File: src/design/bdlp_pkg.sv
// Shared types and constants for the button debouncer with long-press detection.
package bdlp_pkg;

  localparam int unsigned DebounceW = 8;
  localparam int unsigned LongW     = 16;
  localparam int unsigned CountW    = 16;
  localparam int unsigned AddrW     = 3;
  localparam int unsigned DataW     = 32;

  localparam logic [DebounceW-1:0] DebounceRst = 8'd10;
  localparam logic [LongW-1:0]     LongRst     = 16'd1500;
  localparam logic [DebounceW-1:0] QualifyMax  = '1;

  typedef enum logic [0:0] {
    RegDebounce = 1'b0,
    RegLong     = 1'b1
  } reg_idx_e;

  typedef enum logic [2:0] {
    PhInit     = 3'd0,
    PhWait     = 3'd1,
    PhQualify  = 3'd2,
    PhHeld     = 3'd3,
    PhReleased = 3'd4
  } phase_e;

  typedef struct packed {
    logic [DebounceW-1:0] debounce_ticks;
    logic [LongW-1:0]     long_press_ticks;
  } cfg_t;

  typedef struct packed {
    logic              short_press;
    logic              long_press;
    logic [CountW-1:0] press_count;
    logic              held;
  } result_t;

endpackage

File: src/design/bdlp_regs.sv
// Configuration register file behind the APB-style port.
module bdlp_regs
  import bdlp_pkg::*;
(
  input  logic             clk_i,
  input  logic             rst_ni,
  input  logic             psel_i,
  input  logic             penable_i,
  input  logic             pwrite_i,
  input  logic [AddrW-1:0] paddr_i,
  input  logic [DataW-1:0] pwdata_i,
  output logic [DataW-1:0] prdata_o,
  output logic             pready_o,
  output cfg_t             cfg_o
);

  cfg_t     cfg_q, cfg_d;
  logic     wr_en;
  reg_idx_e idx;

  assign pready_o = 1'b1;
  assign wr_en    = psel_i & penable_i & pwrite_i;
  assign idx      = reg_idx_e'(paddr_i[2]);

  always_comb begin
    cfg_d = cfg_q;
    if (wr_en) begin
      case (idx)
        RegDebounce: cfg_d.debounce_ticks   = pwdata_i[DebounceW-1:0];
        RegLong:     cfg_d.long_press_ticks = pwdata_i[LongW-1:0];
        default:     cfg_d = cfg_q;
      endcase
    end
  end

  always_comb begin
    case (idx)
      RegDebounce: prdata_o = {{(DataW-DebounceW){1'b0}}, cfg_q.debounce_ticks};
      RegLong:     prdata_o = {{(DataW-LongW){1'b0}}, cfg_q.long_press_ticks};
      default:     prdata_o = '0;
    endcase
  end

  always_ff @(posedge clk_i or negedge rst_ni) begin
    if (!rst_ni) begin
      cfg_q.debounce_ticks   <= DebounceRst;
      cfg_q.long_press_ticks <= LongRst;
    end else begin
      cfg_q <= cfg_d;
    end
  end

  assign cfg_o = cfg_q;

endmodule

File: src/design/bdlp_core.sv
// Phase machine, qualify and hold counters, and press counter, one tick per transaction.
module bdlp_core
  import bdlp_pkg::*;
(
  input  logic    clk_i,
  input  logic    rst_ni,
  input  logic    step_i,
  input  logic    pin_level_i,
  input  cfg_t    cfg_i,
  output result_t res_o
);

  phase_e               phase_q, phase_d;
  logic [DebounceW-1:0] qual_q, qual_d;
  logic [LongW-1:0]     hold_q, hold_d;
  logic [CountW-1:0]    presses_q, presses_d;
  logic [DebounceW-1:0] qual_inc;
  logic [LongW:0]       hold_inc;
  logic                 short_ev, long_ev;

  assign qual_inc = (qual_q == QualifyMax) ? qual_q : qual_q + 1'b1;
  assign hold_inc = {1'b0, hold_q} + 1'b1;

  always_comb begin
    phase_d   = phase_q;
    qual_d    = qual_q;
    hold_d    = hold_q;
    presses_d = presses_q;
    short_ev  = 1'b0;
    long_ev   = 1'b0;
    case (phase_q)
      PhWait: begin
        if (pin_level_i) begin
          qual_d  = '0;
          phase_d = PhQualify;
        end
      end
      PhQualify: begin
        qual_d = qual_inc;
        if (!pin_level_i) begin
          phase_d = PhWait;
        end else if (qual_inc >= cfg_i.debounce_ticks) begin
          phase_d = PhHeld;
        end
      end
      PhHeld: begin
        if (hold_inc > {1'b0, cfg_i.long_press_ticks}) begin
          hold_d = cfg_i.long_press_ticks;
        end else begin
          hold_d = hold_inc[LongW-1:0];
        end
        if (!pin_level_i) begin
          phase_d = PhReleased;
        end
      end
      PhReleased: begin
        presses_d = presses_q + 1'b1;
        if (hold_q < cfg_i.long_press_ticks) begin
          short_ev = 1'b1;
        end else begin
          long_ev = 1'b1;
        end
        hold_d  = '0;
        phase_d = PhWait;
      end
      default: begin
        presses_d = '0;
        qual_d    = '0;
        hold_d    = '0;
        phase_d   = PhWait;
      end
    endcase
  end

  always_ff @(posedge clk_i or negedge rst_ni) begin
    if (!rst_ni) begin
      phase_q   <= PhInit;
      qual_q    <= '0;
      hold_q    <= '0;
      presses_q <= '0;
    end else if (step_i) begin
      phase_q   <= phase_d;
      qual_q    <= qual_d;
      hold_q    <= hold_d;
      presses_q <= presses_d;
    end
  end

  assign res_o.short_press = short_ev;
  assign res_o.long_press  = long_ev;
  assign res_o.press_count = presses_d;
  assign res_o.held        = (phase_d == PhHeld);

endmodule

File: src/design/bdlp_outbuf.sv
// Result register with a skid stage.
module bdlp_outbuf
  import bdlp_pkg::*;
(
  input  logic    clk_i,
  input  logic    rst_ni,
  input  logic    push_i,
  input  result_t data_i,
  output logic    ready_o,
  output logic    valid_o,
  input  logic    ready_i,
  output result_t data_o
);

  logic    out_v_q, out_v_d;
  logic    skid_v_q, skid_v_d;
  result_t out_q, out_d;
  result_t skid_q, skid_d;
  logic    pop;

  assign pop     = out_v_q & ready_i;
  assign ready_o = ~skid_v_q;

  always_comb begin
    out_v_d  = out_v_q;
    skid_v_d = skid_v_q;
    out_d    = out_q;
    skid_d   = skid_q;
    if (!out_v_q || pop) begin
      out_v_d  = skid_v_q | push_i;
      out_d    = skid_v_q ? skid_q : data_i;
      skid_v_d = 1'b0;
    end else if (push_i) begin
      skid_v_d = 1'b1;
      skid_d   = data_i;
    end
  end

  always_ff @(posedge clk_i or negedge rst_ni) begin
    if (!rst_ni) begin
      out_v_q  <= 1'b0;
      skid_v_q <= 1'b0;
    end else begin
      out_v_q  <= out_v_d;
      skid_v_q <= skid_v_d;
    end
  end

  always_ff @(posedge clk_i) begin
    out_q  <= out_d;
    skid_q <= skid_d;
  end

  assign valid_o = out_v_q;
  assign data_o  = out_q;

endmodule

File: src/design/button_debounce_long_press_top.sv
// Top level of the button debouncer with short and long press detection.
//
//   port group   direction  handshake                      payload
//   in           sink       in_valid_i / in_ready_o        pin_level_i
//   out          source     out_valid_o / out_ready_i      short_press_o, long_press_o,
//                                                          press_count_o, held_o
//   apb          sink       psel/penable/pwrite, pready     paddr, pwdata, prdata
//
// One transaction per cycle while in_ready_o is high; its result is registered in the result
// register, or in the skid stage while the output stalls. The phase and counter step is a
// single combinational pass into the result register. Reset puts the machine in its init
// phase and loads the default tick counts. A skid stage behind the result register takes one
// more result while the output stalls; in_ready_o drops only when both output stages hold results.
module button_debounce_long_press_top
  import bdlp_pkg::*;
(
  input  logic              clk_i,
  input  logic              rst_ni,
  input  logic              in_valid_i,
  output logic              in_ready_o,
  input  logic              pin_level_i,
  output logic              out_valid_o,
  input  logic              out_ready_i,
  output logic              short_press_o,
  output logic              long_press_o,
  output logic [CountW-1:0] press_count_o,
  output logic              held_o,
  input  logic              psel,
  input  logic              penable,
  input  logic              pwrite,
  input  logic [AddrW-1:0]  paddr,
  input  logic [DataW-1:0]  pwdata,
  output logic [DataW-1:0]  prdata,
  output logic              pready
);

  cfg_t    cfg;
  result_t step_res;
  result_t out_res;
  logic    push;

  assign push = in_valid_i & in_ready_o;

  bdlp_regs u_regs (
    .clk_i     (clk_i),
    .rst_ni    (rst_ni),
    .psel_i    (psel),
    .penable_i (penable),
    .pwrite_i  (pwrite),
    .paddr_i   (paddr),
    .pwdata_i  (pwdata),
    .prdata_o  (prdata),
    .pready_o  (pready),
    .cfg_o     (cfg)
  );

  bdlp_core u_core (
    .clk_i       (clk_i),
    .rst_ni      (rst_ni),
    .step_i      (push),
    .pin_level_i (pin_level_i),
    .cfg_i       (cfg),
    .res_o       (step_res)
  );

  bdlp_outbuf u_outbuf (
    .clk_i   (clk_i),
    .rst_ni  (rst_ni),
    .push_i  (push),
    .data_i  (step_res),
    .ready_o (in_ready_o),
    .valid_o (out_valid_o),
    .ready_i (out_ready_i),
    .data_o  (out_res)
  );

  assign short_press_o = out_res.short_press;
  assign long_press_o  = out_res.long_press;
  assign press_count_o = out_res.press_count;
  assign held_o        = out_res.held;

endmodule

File: config.mk
export PLATFORM = sky130hd
export DESIGN_NAME = button_debounce_long_press_top
export DESIGN_NICKNAME = d
export VERILOG_FILES = /design/src/design/bdlp_pkg.sv /design/src/design/bdlp_regs.sv /design/src/design/bdlp_core.sv /design/src/design/bdlp_outbuf.sv /design/src/design/button_debounce_long_press_top.sv
export SDC_FILE = /design/constraint.sdc
export NUM_CORES = 1
export LEC_CHECK = 0
export ABC_CLOCK_PERIOD_IN_PS = 3500
export BUFFER_PORTS_ARGS = -buffer_cell sky130_fd_sc_hd__buf_2
export CAP_MARGIN = 0
export CORE_ASPECT_RATIO = 1.5
export CORE_MARGIN = 10
export CORE_UTILIZATION = 55
export DETAILED_ROUTE_END_ITERATION = 16
export GPL_ROUTABILITY_DRIVEN = 1
export PLACE_DENSITY = 0.82
export SYNTH_ARGS = -nofsm -noshare
export SYNTH_HDL_FRONTEND = slang
export SYNTH_SLANG_ARGS = --single-unit
export TNS_END_PERCENT = 1
File: constraint.sdc
create_clock -name clk_i -period 3.5 [get_ports clk_i]
set_clock_uncertainty 0.1 [all_clocks]
set_input_delay 0.35 -clock clk_i [delete_from_list [all_inputs] [get_ports clk_i]]
set_output_delay 0.35 -clock clk_i [all_outputs]
set_load 0.1 [all_outputs]
==> flow_summary.json, run 1 <==
{
  "status": "finished clean",
  "synth_area_sq_mm": 0.00632,
  "ir_drop_mv": 0.457,
  "syn_area_per_cell_sq_um": 9.88,
  "cp_top_family": "simple AND/OR/NAND/NOR gates",
  "fin_nets": 792,
  "dp_hpwl_um": 10300,
  "drt-initial-drc-count": 293,
  "fmax_ghz": 0.293,
  "worstPathMaxFanout": 5,
  "clkTransAtPathRegs_ns": 0.08,
  "cp-end-kind": "flop",
  "numCtsBuffers": 9,
  "fp-row-count": 47,
  "multi_input_comb_area_sq_mm": 0.00315,
  "leakage_nw": 3.37,
  "cts_tree": "yes",
  "ys_seq_elements": 107,
  "crit_chain": "ha_1, nand4_1, nor2_4, and3_1, xor2_1, ha_1, and4_1, nand2_1, or4_1, o21a_2, nor2_2, a21oi_1, o22ai_1",
  "cts_max_path_buffers": 2,
  "maxCapViolations": 0,
  "dieArea_sq_mm": 0.0163,
  "area_growth_pct": 12.2,
  "die_y_um": 151,
  "total_power_mw": 4.17,
  "grt_usage": 0.177,
  "core_area_sq_mm": 0.0112,
  "place_area_sq_mm": 0.00678,
  "fin_util": 0.635,
  "grt_use_met1": 0.192,
  "hp-class": "primary input to asynchronous set/reset pin",
  "ys.flop_type": "dfrtp_1",
  "place.gp.congestion": 0.920,
  "initial_core_util": 0.566,
  "layout_worst_path_cycle_share": 0.977,
  "wl_per_cell_um": 16.4,
  "p_per_area_mw_per_mm2": 588,
  "hold_viol_final": 0,
  "yosys_warnings": 0,
  "synth_edf_count": 38,
  "synthArstFlopShare": 0.645,
  "yosysMostFrequentCell": "nand2_1",
  "max_stage_delay_ns": 0.54,
  "viasPerCell": 5.68,
  "fin_ws_ns": 0.0815,
  "final_area_sq_mm": 0.00709,
  "antenna_left": 0,
  "use_met2": 0.317,
  "cts_hold_buffers": 0,
  "first_pass_iters": 5,
  "synthTopCellsByArea": "dfrtp_1 (24%), edfxtp_1 (18%), ha_1 (8.5%), mux2_2 (6.1%), nand2_1 (5.0%)",
  "path_buf_inv": 0,
  "use_met3": 0.0302,
  "vias": 4874,
  "synthCells": 640,
  "drv_slew": 0,
  "seq_area_frac_synth": 0.455,
  "worstPathArrival_ns": 3.59,
  "required_ns": 3.67,
  "overflow": 0,
  "pre_cts_slack_ns": 0.114,
  "relSlewSlack": 0.0905,
  "htree_levels": 3,
  "die_x_um": 108,
  "antenna_cells": 0,
  "setup_tns_ns": 0,
  "drcViolationCount": 0,
  "place_inst": 842,
  "cpMostUsedCell": "ha_1",
  "wl_um": 14000,
  "grt_pass1_wl_um": 23800,
  "portBuffers": 61,
  "cp_slowest_cell": "or4_1",
  "synth_cell_types": 56,
  "antenna_found_initial": 0,
  "regArea_sq_mm": 0.00288,
  "setup_viol": 0,
  "ios": 97,
  "crit_path_start_kind": "flop",
  "yosysTopAreaCell": "dfrtp_1",
  "drive_gt1_frac": 0.211,
  "synth_common_cells": "nand2_1 (85), dfrtp_1 (60), o21ai_0 (44), ha_1 (43), inv_1 (41)",
  "finalWorstPathRequiredPeriod_ns": 3.42,
  "final_cells": 858,
  "whs_ns": 0.0871,
  "first_global_vias": 5215,
  "busiest_layer": "met2",
  "crit_type": "flop to flop",
  "clock-sinks": 107,
  "worst_pin_slew_ns": 1.36,
  "netlist.area_leader.share": 0.237,
  "grt_max_degree": 70,
  "clk_latency_ns": 0.36,
  "root_buffer": "clkbuf_16",
  "nFillCells": 917
}
[cell families after synthesis]
logic type / Yosys count / synth area share
muxes: 44 / 0.0764
DFF: 107 / 0.455
buffers and inverters: 80 / 0.0594
adders and majority gates: 43 / 0.0851
AOI/OAI and AO/OA: 119 / 0.111
other: 2 / 0.00119
xor gates and xnor gates: 30 / 0.0416
and+or+nand+nor: 215 / 0.170
[final cells by class]
cell class,instances,share of cell area
timing repair buffer,78,0.0611
clock inverter,7,0.00918
sequential,107,0.406
clock buffer,9,0.0318
tap,147,0.0259
multi-input combinational,468,0.444
inverter,42,0.0222
[cell usage in the layout, fill, tap and decap left out, types with 5 or more instances in the layout]
cell type	instances
a21o_1	9
a21oi_1	21
and2_1	11
and3_1	10
buf_2	61
buf_4	17
clkbuf_16	9
conb_1	17
dfrtp_1	60
dfstp_2	9
edfxtp_1	38
ha_1	43
inv_1	41
mux2_2	34
mux2i_1	10
nand2_1	85
nand2b_1	10
nand3_1	22
nand4_1	12
nor2_1	24
nor2b_1	8
nor3_1	9
o21ai_0	44
o21ai_1	14
o22ai_1	6
o31ai_1	5
xnor2_1	22
xor2_1	8
[routing by layer]
layer / vias to the layer above / part of all wire
met5: - / 0
met4: 0 / 0.034
met3: 35 / 0.049
met2: 156 / 0.52
met1: 2341 / 0.40
li1: 2342 / -
[registers in the layout, indices dropped and copies added, names as in the netlist]
register / cells
u_core.hold_q: 16
u_core.phase_q: 3
u_core.presses_q: 16
u_core.qual_q: 8
u_outbuf.data_o: 19
u_outbuf.skid_q: 19
u_outbuf.skid_v_q: 1
u_outbuf.valid_o: 1
u_regs.cfg_o: 24
[final timing paths]
kind / startpoint / to / slack (ns) / cells after the start
worst max-delay path: u_core.hold_q[0]$_DFFE_PN0P_ / u_core.hold_q[8]$_DFFE_PN0P_ / 0.08 / 13
worst min-delay path: rst_ni / u_core.hold_q[12]$_DFFE_PN0P_ / 0.09 / 2
worst max register to register: u_core.hold_q[0]$_DFFE_PN0P_ / u_core.hold_q[8]$_DFFE_PN0P_ / 0.08 / 13
worst min register to register: u_regs.cfg_o[23]$_DFFE_PN0P_ / u_regs.cfg_o[23]$_DFFE_PN0P_ / 0.41 / 1
max in group asynchronous: rst_ni / u_core.hold_q[15]$_DFFE_PN0P_ / 2.63 / 2
min in group clk_i: pwdata[11] / u_regs.cfg_o[11]$_DFFE_PN0P_ / 0.12 / 2
[what timing repair did]
action / CTS / global route
setup endpoints to repair: 0 / 12
buffers inserted: 0 / 0
gates resized for setup: 0 / 6
[power breakdown]
group	internal (mW)	leakage [nW]	switching, mW
Clock	0.496	0.138	0.499
Combinational	0.466	1.97	1.07
Sequential	1.47	1.26	0.158
(Power assumes the default switching activity.)
==> run 2, diff against run 1 <==
--- a/config.mk
+++ b/config.mk
@@ -15,5 +15,6 @@
 export GPL_ROUTABILITY_DRIVEN = 1
-export PLACE_DENSITY = 0.82
+export PLACE_DENSITY = 0.81
 export SYNTH_ARGS = -nofsm -noshare
 export SYNTH_HDL_FRONTEND = slang
+export SYNTH_HIERARCHICAL = 1
 export SYNTH_SLANG_ARGS = --single-unit
==> constraint.sdc (replaced) <==
create_clock -name clk_i -period 3.5 [get_ports clk_i]
set_clock_uncertainty 0.1 [all_clocks]
set_input_delay 0.525 -clock clk_i [delete_from_list [all_inputs] [get_ports clk_i]]
set_output_delay 0.525 -clock clk_i [all_outputs]
set_load 0.1 [all_outputs]
==> run 2 against run 1 <==
Net effect: worst setup slack got worse by 0.069 ns; sequential power increased by 3%; sequential share of layout area is 2.1 points lower; synthesized cell count shrank 2.2%; hold slack gained 0.17 ns; critical path depth is 1 lower; first-iteration DRC count rose by 12%; maximum frequency fell by 2.0%; combinational power rose by 15%; register-to-register slack lost 0.07 ns; non-clock buffer count grew 7; critical path type unchanged; largest power group is now combinational logic.
==> flow_summary.json, run 2 <==
{
  "portBuffers": 61,
  "netlist.area_leader.share": 0.225,
  "wl_um": 15300,
  "die_y_um": 155,
  "cp-end-kind": "flop",
  "drv_slew": 0,
  "grt_max_degree": 70,
  "root_buffer": "clkbuf_16",
  "cts_hold_buffers": 0,
  "grt_usage": 0.180,
  "die_x_um": 110,
  "antenna_cells": 0,
  "hold_viol_final": 0,
  "pwr-share-seq": 0.380,
  "crit_path_start_kind": "flop",
  "ios": 97,
  "antenna_left": 0,
  "ys.flop_type": "dfrtp_1",
  "core_area_sq_mm": 0.0120,
  "status": "finished clean",
  "clkPwrFrac": 0.221,
  "place.gp.congestion": 0.987,
  "synthTopCellsByArea": "dfrtp_1 (22%), edfxtp_1 (17%), ha_1 (8.1%), mux2_4 (6.3%), mux2_2 (5.6%)",
  "synthCells": 626,
  "initial_core_util": 0.559,
  "setup_viol": 0,
  "synthArstFlopShare": 0.645,
  "regArea_sq_mm": 0.00288,
  "viasPerCell": 5.92,
  "cp_slowest_cell": "o211ai_2",
  "maxCapViolations": 0,
  "p_per_area_mw_per_mm2": 591,
  "layout.cells.most_common_list": "buf_2 (61), dfrtp_1 (58), nand2_1 (56)",
  "grt_pass1_wl_um": 24800,
  "synth_common_cells": "dfrtp_1 (60), nand2_1 (57), ha_1 (43), edfxtp_1 (38), mux2_2 (33)",
  "clock-sinks": 107,
  "layout_worst_path_cycle_share": 0.997,
  "largest_reg_flops": 24,
  "place_inst": 830,
  "fin_nets": 779,
  "worst_pin_slew_ns": 1.38,
  "synth_area_sq_mm": 0.00668,
  "worstPathMaxFanout": 6,
  "ys_seq_elements": 107,
  "wl_per_cell_um": 18.0,
  "drive_gt1_frac": 0.277,
  "synth_edf_count": 38,
  "hp-class": "primary input to asynchronous set/reset pin",
  "switching_share": 0.430,
  "first_global_vias": 5218,
  "drt-initial-drc-count": 327,
  "cts_max_path_buffers": 2,
  "leakage_nw": 3.38,
  "synth_cell_types": 57,
  "crit_chain": "ha_1, nand4_1, buf_4, nor2_1, xor2_1, ha_1, and3_1, a221oi_1, o211ai_2, o211ai_2, a21oi_1, o31ai_1",
  "final_common_cell": "buf_2",
  "overflow": 0,
  "syn_area_per_cell_sq_um": 10.7,
  "p_comb_frac": 0.399,
  "numCtsBuffers": 9,
  "multi_input_comb_area_sq_mm": 0.00350,
  "clk_latency_ns": 0.36,
  "finalWorstPathRequiredPeriod_ns": 3.49,
  "max_stage_delay_ns": 0.41,
  "yosysTopAreaCell": "dfrtp_1",
  "first_pass_iters": 5,
  "dieArea_sq_mm": 0.0170,
  "clkTransAtPathRegs_ns": 0.08,
  "nFillCells": 943,
  "ir_drop_mv": 0.402,
  "worstPathArrival_ns": 3.63,
  "vias": 5035,
  "seq_area_frac_synth": 0.431,
  "antenna_found_initial": 0,
  "dp_hpwl_um": 10900,
  "yosys_warnings": 6,
  "yosysMostFrequentCell": "dfrtp_1",
  "htree_levels": 3,
  "p_switching_mw": 1.90,
  "whs_ns": 0.259,
  "required_ns": 3.65,
  "p_int_mw": 2.52,
  "crit_type": "flop to flop",
  "area_growth_pct": 12.0,
  "fmax_ghz": 0.287,
  "cts_tree": "yes",
  "relSlewSlack": 0.0722,
  "drcViolationCount": 0,
  "final_cells": 851,
  "fp-row-count": 49,
  "rsz0062_at_grt": "true"
}
run 2: cell types whose count changed after synthesis, moves of 6 or more:
cell / before / now
o22ai_1: 6 / 12
o31ai_1: 5 / 11
nand2b_1: 10 / 4
o21ai_0: 44 / 21
mux2i_1: 10 / 4
o21ai_1: 14 / 1
nor3_1: 9 / 16
nand3_1: 23 / 29
nand2_1: 85 / 57
mux2_4: 0 / 28
inv_1: 41 / 32
run 2: cells by family after synthesis:
kind of cell             after synthesis  synth area share
flip-flops                           107             0.431
XOR/XNOR                              31            0.0406
other                                  2           0.00112
adder cells (fa/ha/maj)               43            0.0805
AND/OR/NAND/NOR                      190             0.150
buffers and inverters                 77            0.0605
multiplexers                          65             0.125
AO/OA/AOI/OAI                        111             0.112
run 2: repair_timing:
| item | CTS | global route |
|---|---|---|
| gates resized for setup | 3 | 7 |
| endpoints found under the setup margin | 16 | 16 |
| cloned | 0 | 1 |
| pin swaps | 1 | 6 |
| setup buffers | 2 | 2 |
run 2: through the flow:
step	instance area, sq um	setup slack (ns)	utilization	power, mW	TNS, ns
after floorplan	6740	0.132	-	3.07	0
after global placement	7100	0.0418	0.594	3.37	0
after detailed placement	7100	-0.0252	0.594	3.43	-0.0887
after CTS	7420	0.0544	0.621	4.43	0
after global routing	7480	-0.0678	0.626	4.66	-0.266
final	7480	0.0121	0.626	4.42	0
run 2: per-layer routing:
layer / GRT usage / vias to the layer above / part of all wire
li1: - / 2372 / -
met1: 0.192 / 2450 / 0.37
met2: 0.329 / 177 / 0.55
met3: 0.0323 / 36 / 0.054
met4: 0.0790 / 0 / 0.026
met5: 0 / - / 0
run 2: final timing paths:
check | startpoint | end | slack, ns | depth (start not counted)
max in group asynchronous | rst_ni | u_core/hold_q[4]$_DFFE_PN0P_ | 2.37 | 2
max reg2reg | u_core/hold_q[0]$_DFFE_PN0P_ | u_core/hold_q[8]$_DFFE_PN0P_ | 0.01 | 12
min | rst_ni | u_core/hold_q[10]$_DFFE_PN0P_ | 0.26 | 2
min reg2reg | u_regs/cfg_o[1]$_DFFE_PN0P_ | u_regs/cfg_o[1]$_DFFE_PN0P_ | 0.43 | 1
min in group clk_i | pwdata[10] | u_regs/cfg_o[10]$_DFFE_PN1P_ | 0.30 | 2
max | u_core/hold_q[0]$_DFFE_PN0P_ | u_core/hold_q[8]$_DFFE_PN0P_ | 0.01 | 12
run 2: power groups by stage:
| stage | Clock (mW) | Sequential, mW | Combinational (mW) |
|---|---|---|---|
| after global placement | 0 | 1.69 | 1.68 |
| after global routing | 1.06 | 1.70 | 1.89 |
| after floorplan | 0 | 1.93 | 1.13 |
| final | 0.979 | 1.68 | 1.77 |
| after detailed placement | 0 | 1.70 | 1.72 |
| after CTS | 1.00 | 1.68 | 1.75 |
run 2: worst max-delay path, delay by kind of cell (launching register included):
family                   cells  cell delay, ns
XOR/XNOR                     1            0.29
adder cells (fa/ha/maj)      2            0.48
buffers and inverters        1            0.17
AO/OA/AOI/OAI                5            1.39
flip-flops                   1            0.36
AND/OR/NAND/NOR              3            0.59
run 2: final cells by class:
| type | instances | area share |
|---|---|---|
| tap | 153 | 0.0256 |
| clock buffer | 9 | 0.0301 |
| sequential | 107 | 0.385 |
| multi-input combinational | 458 | 0.468 |
| timing repair buffer | 85 | 0.0666 |
| clock inverter | 7 | 0.00820 |
| inverter | 32 | 0.0161 |
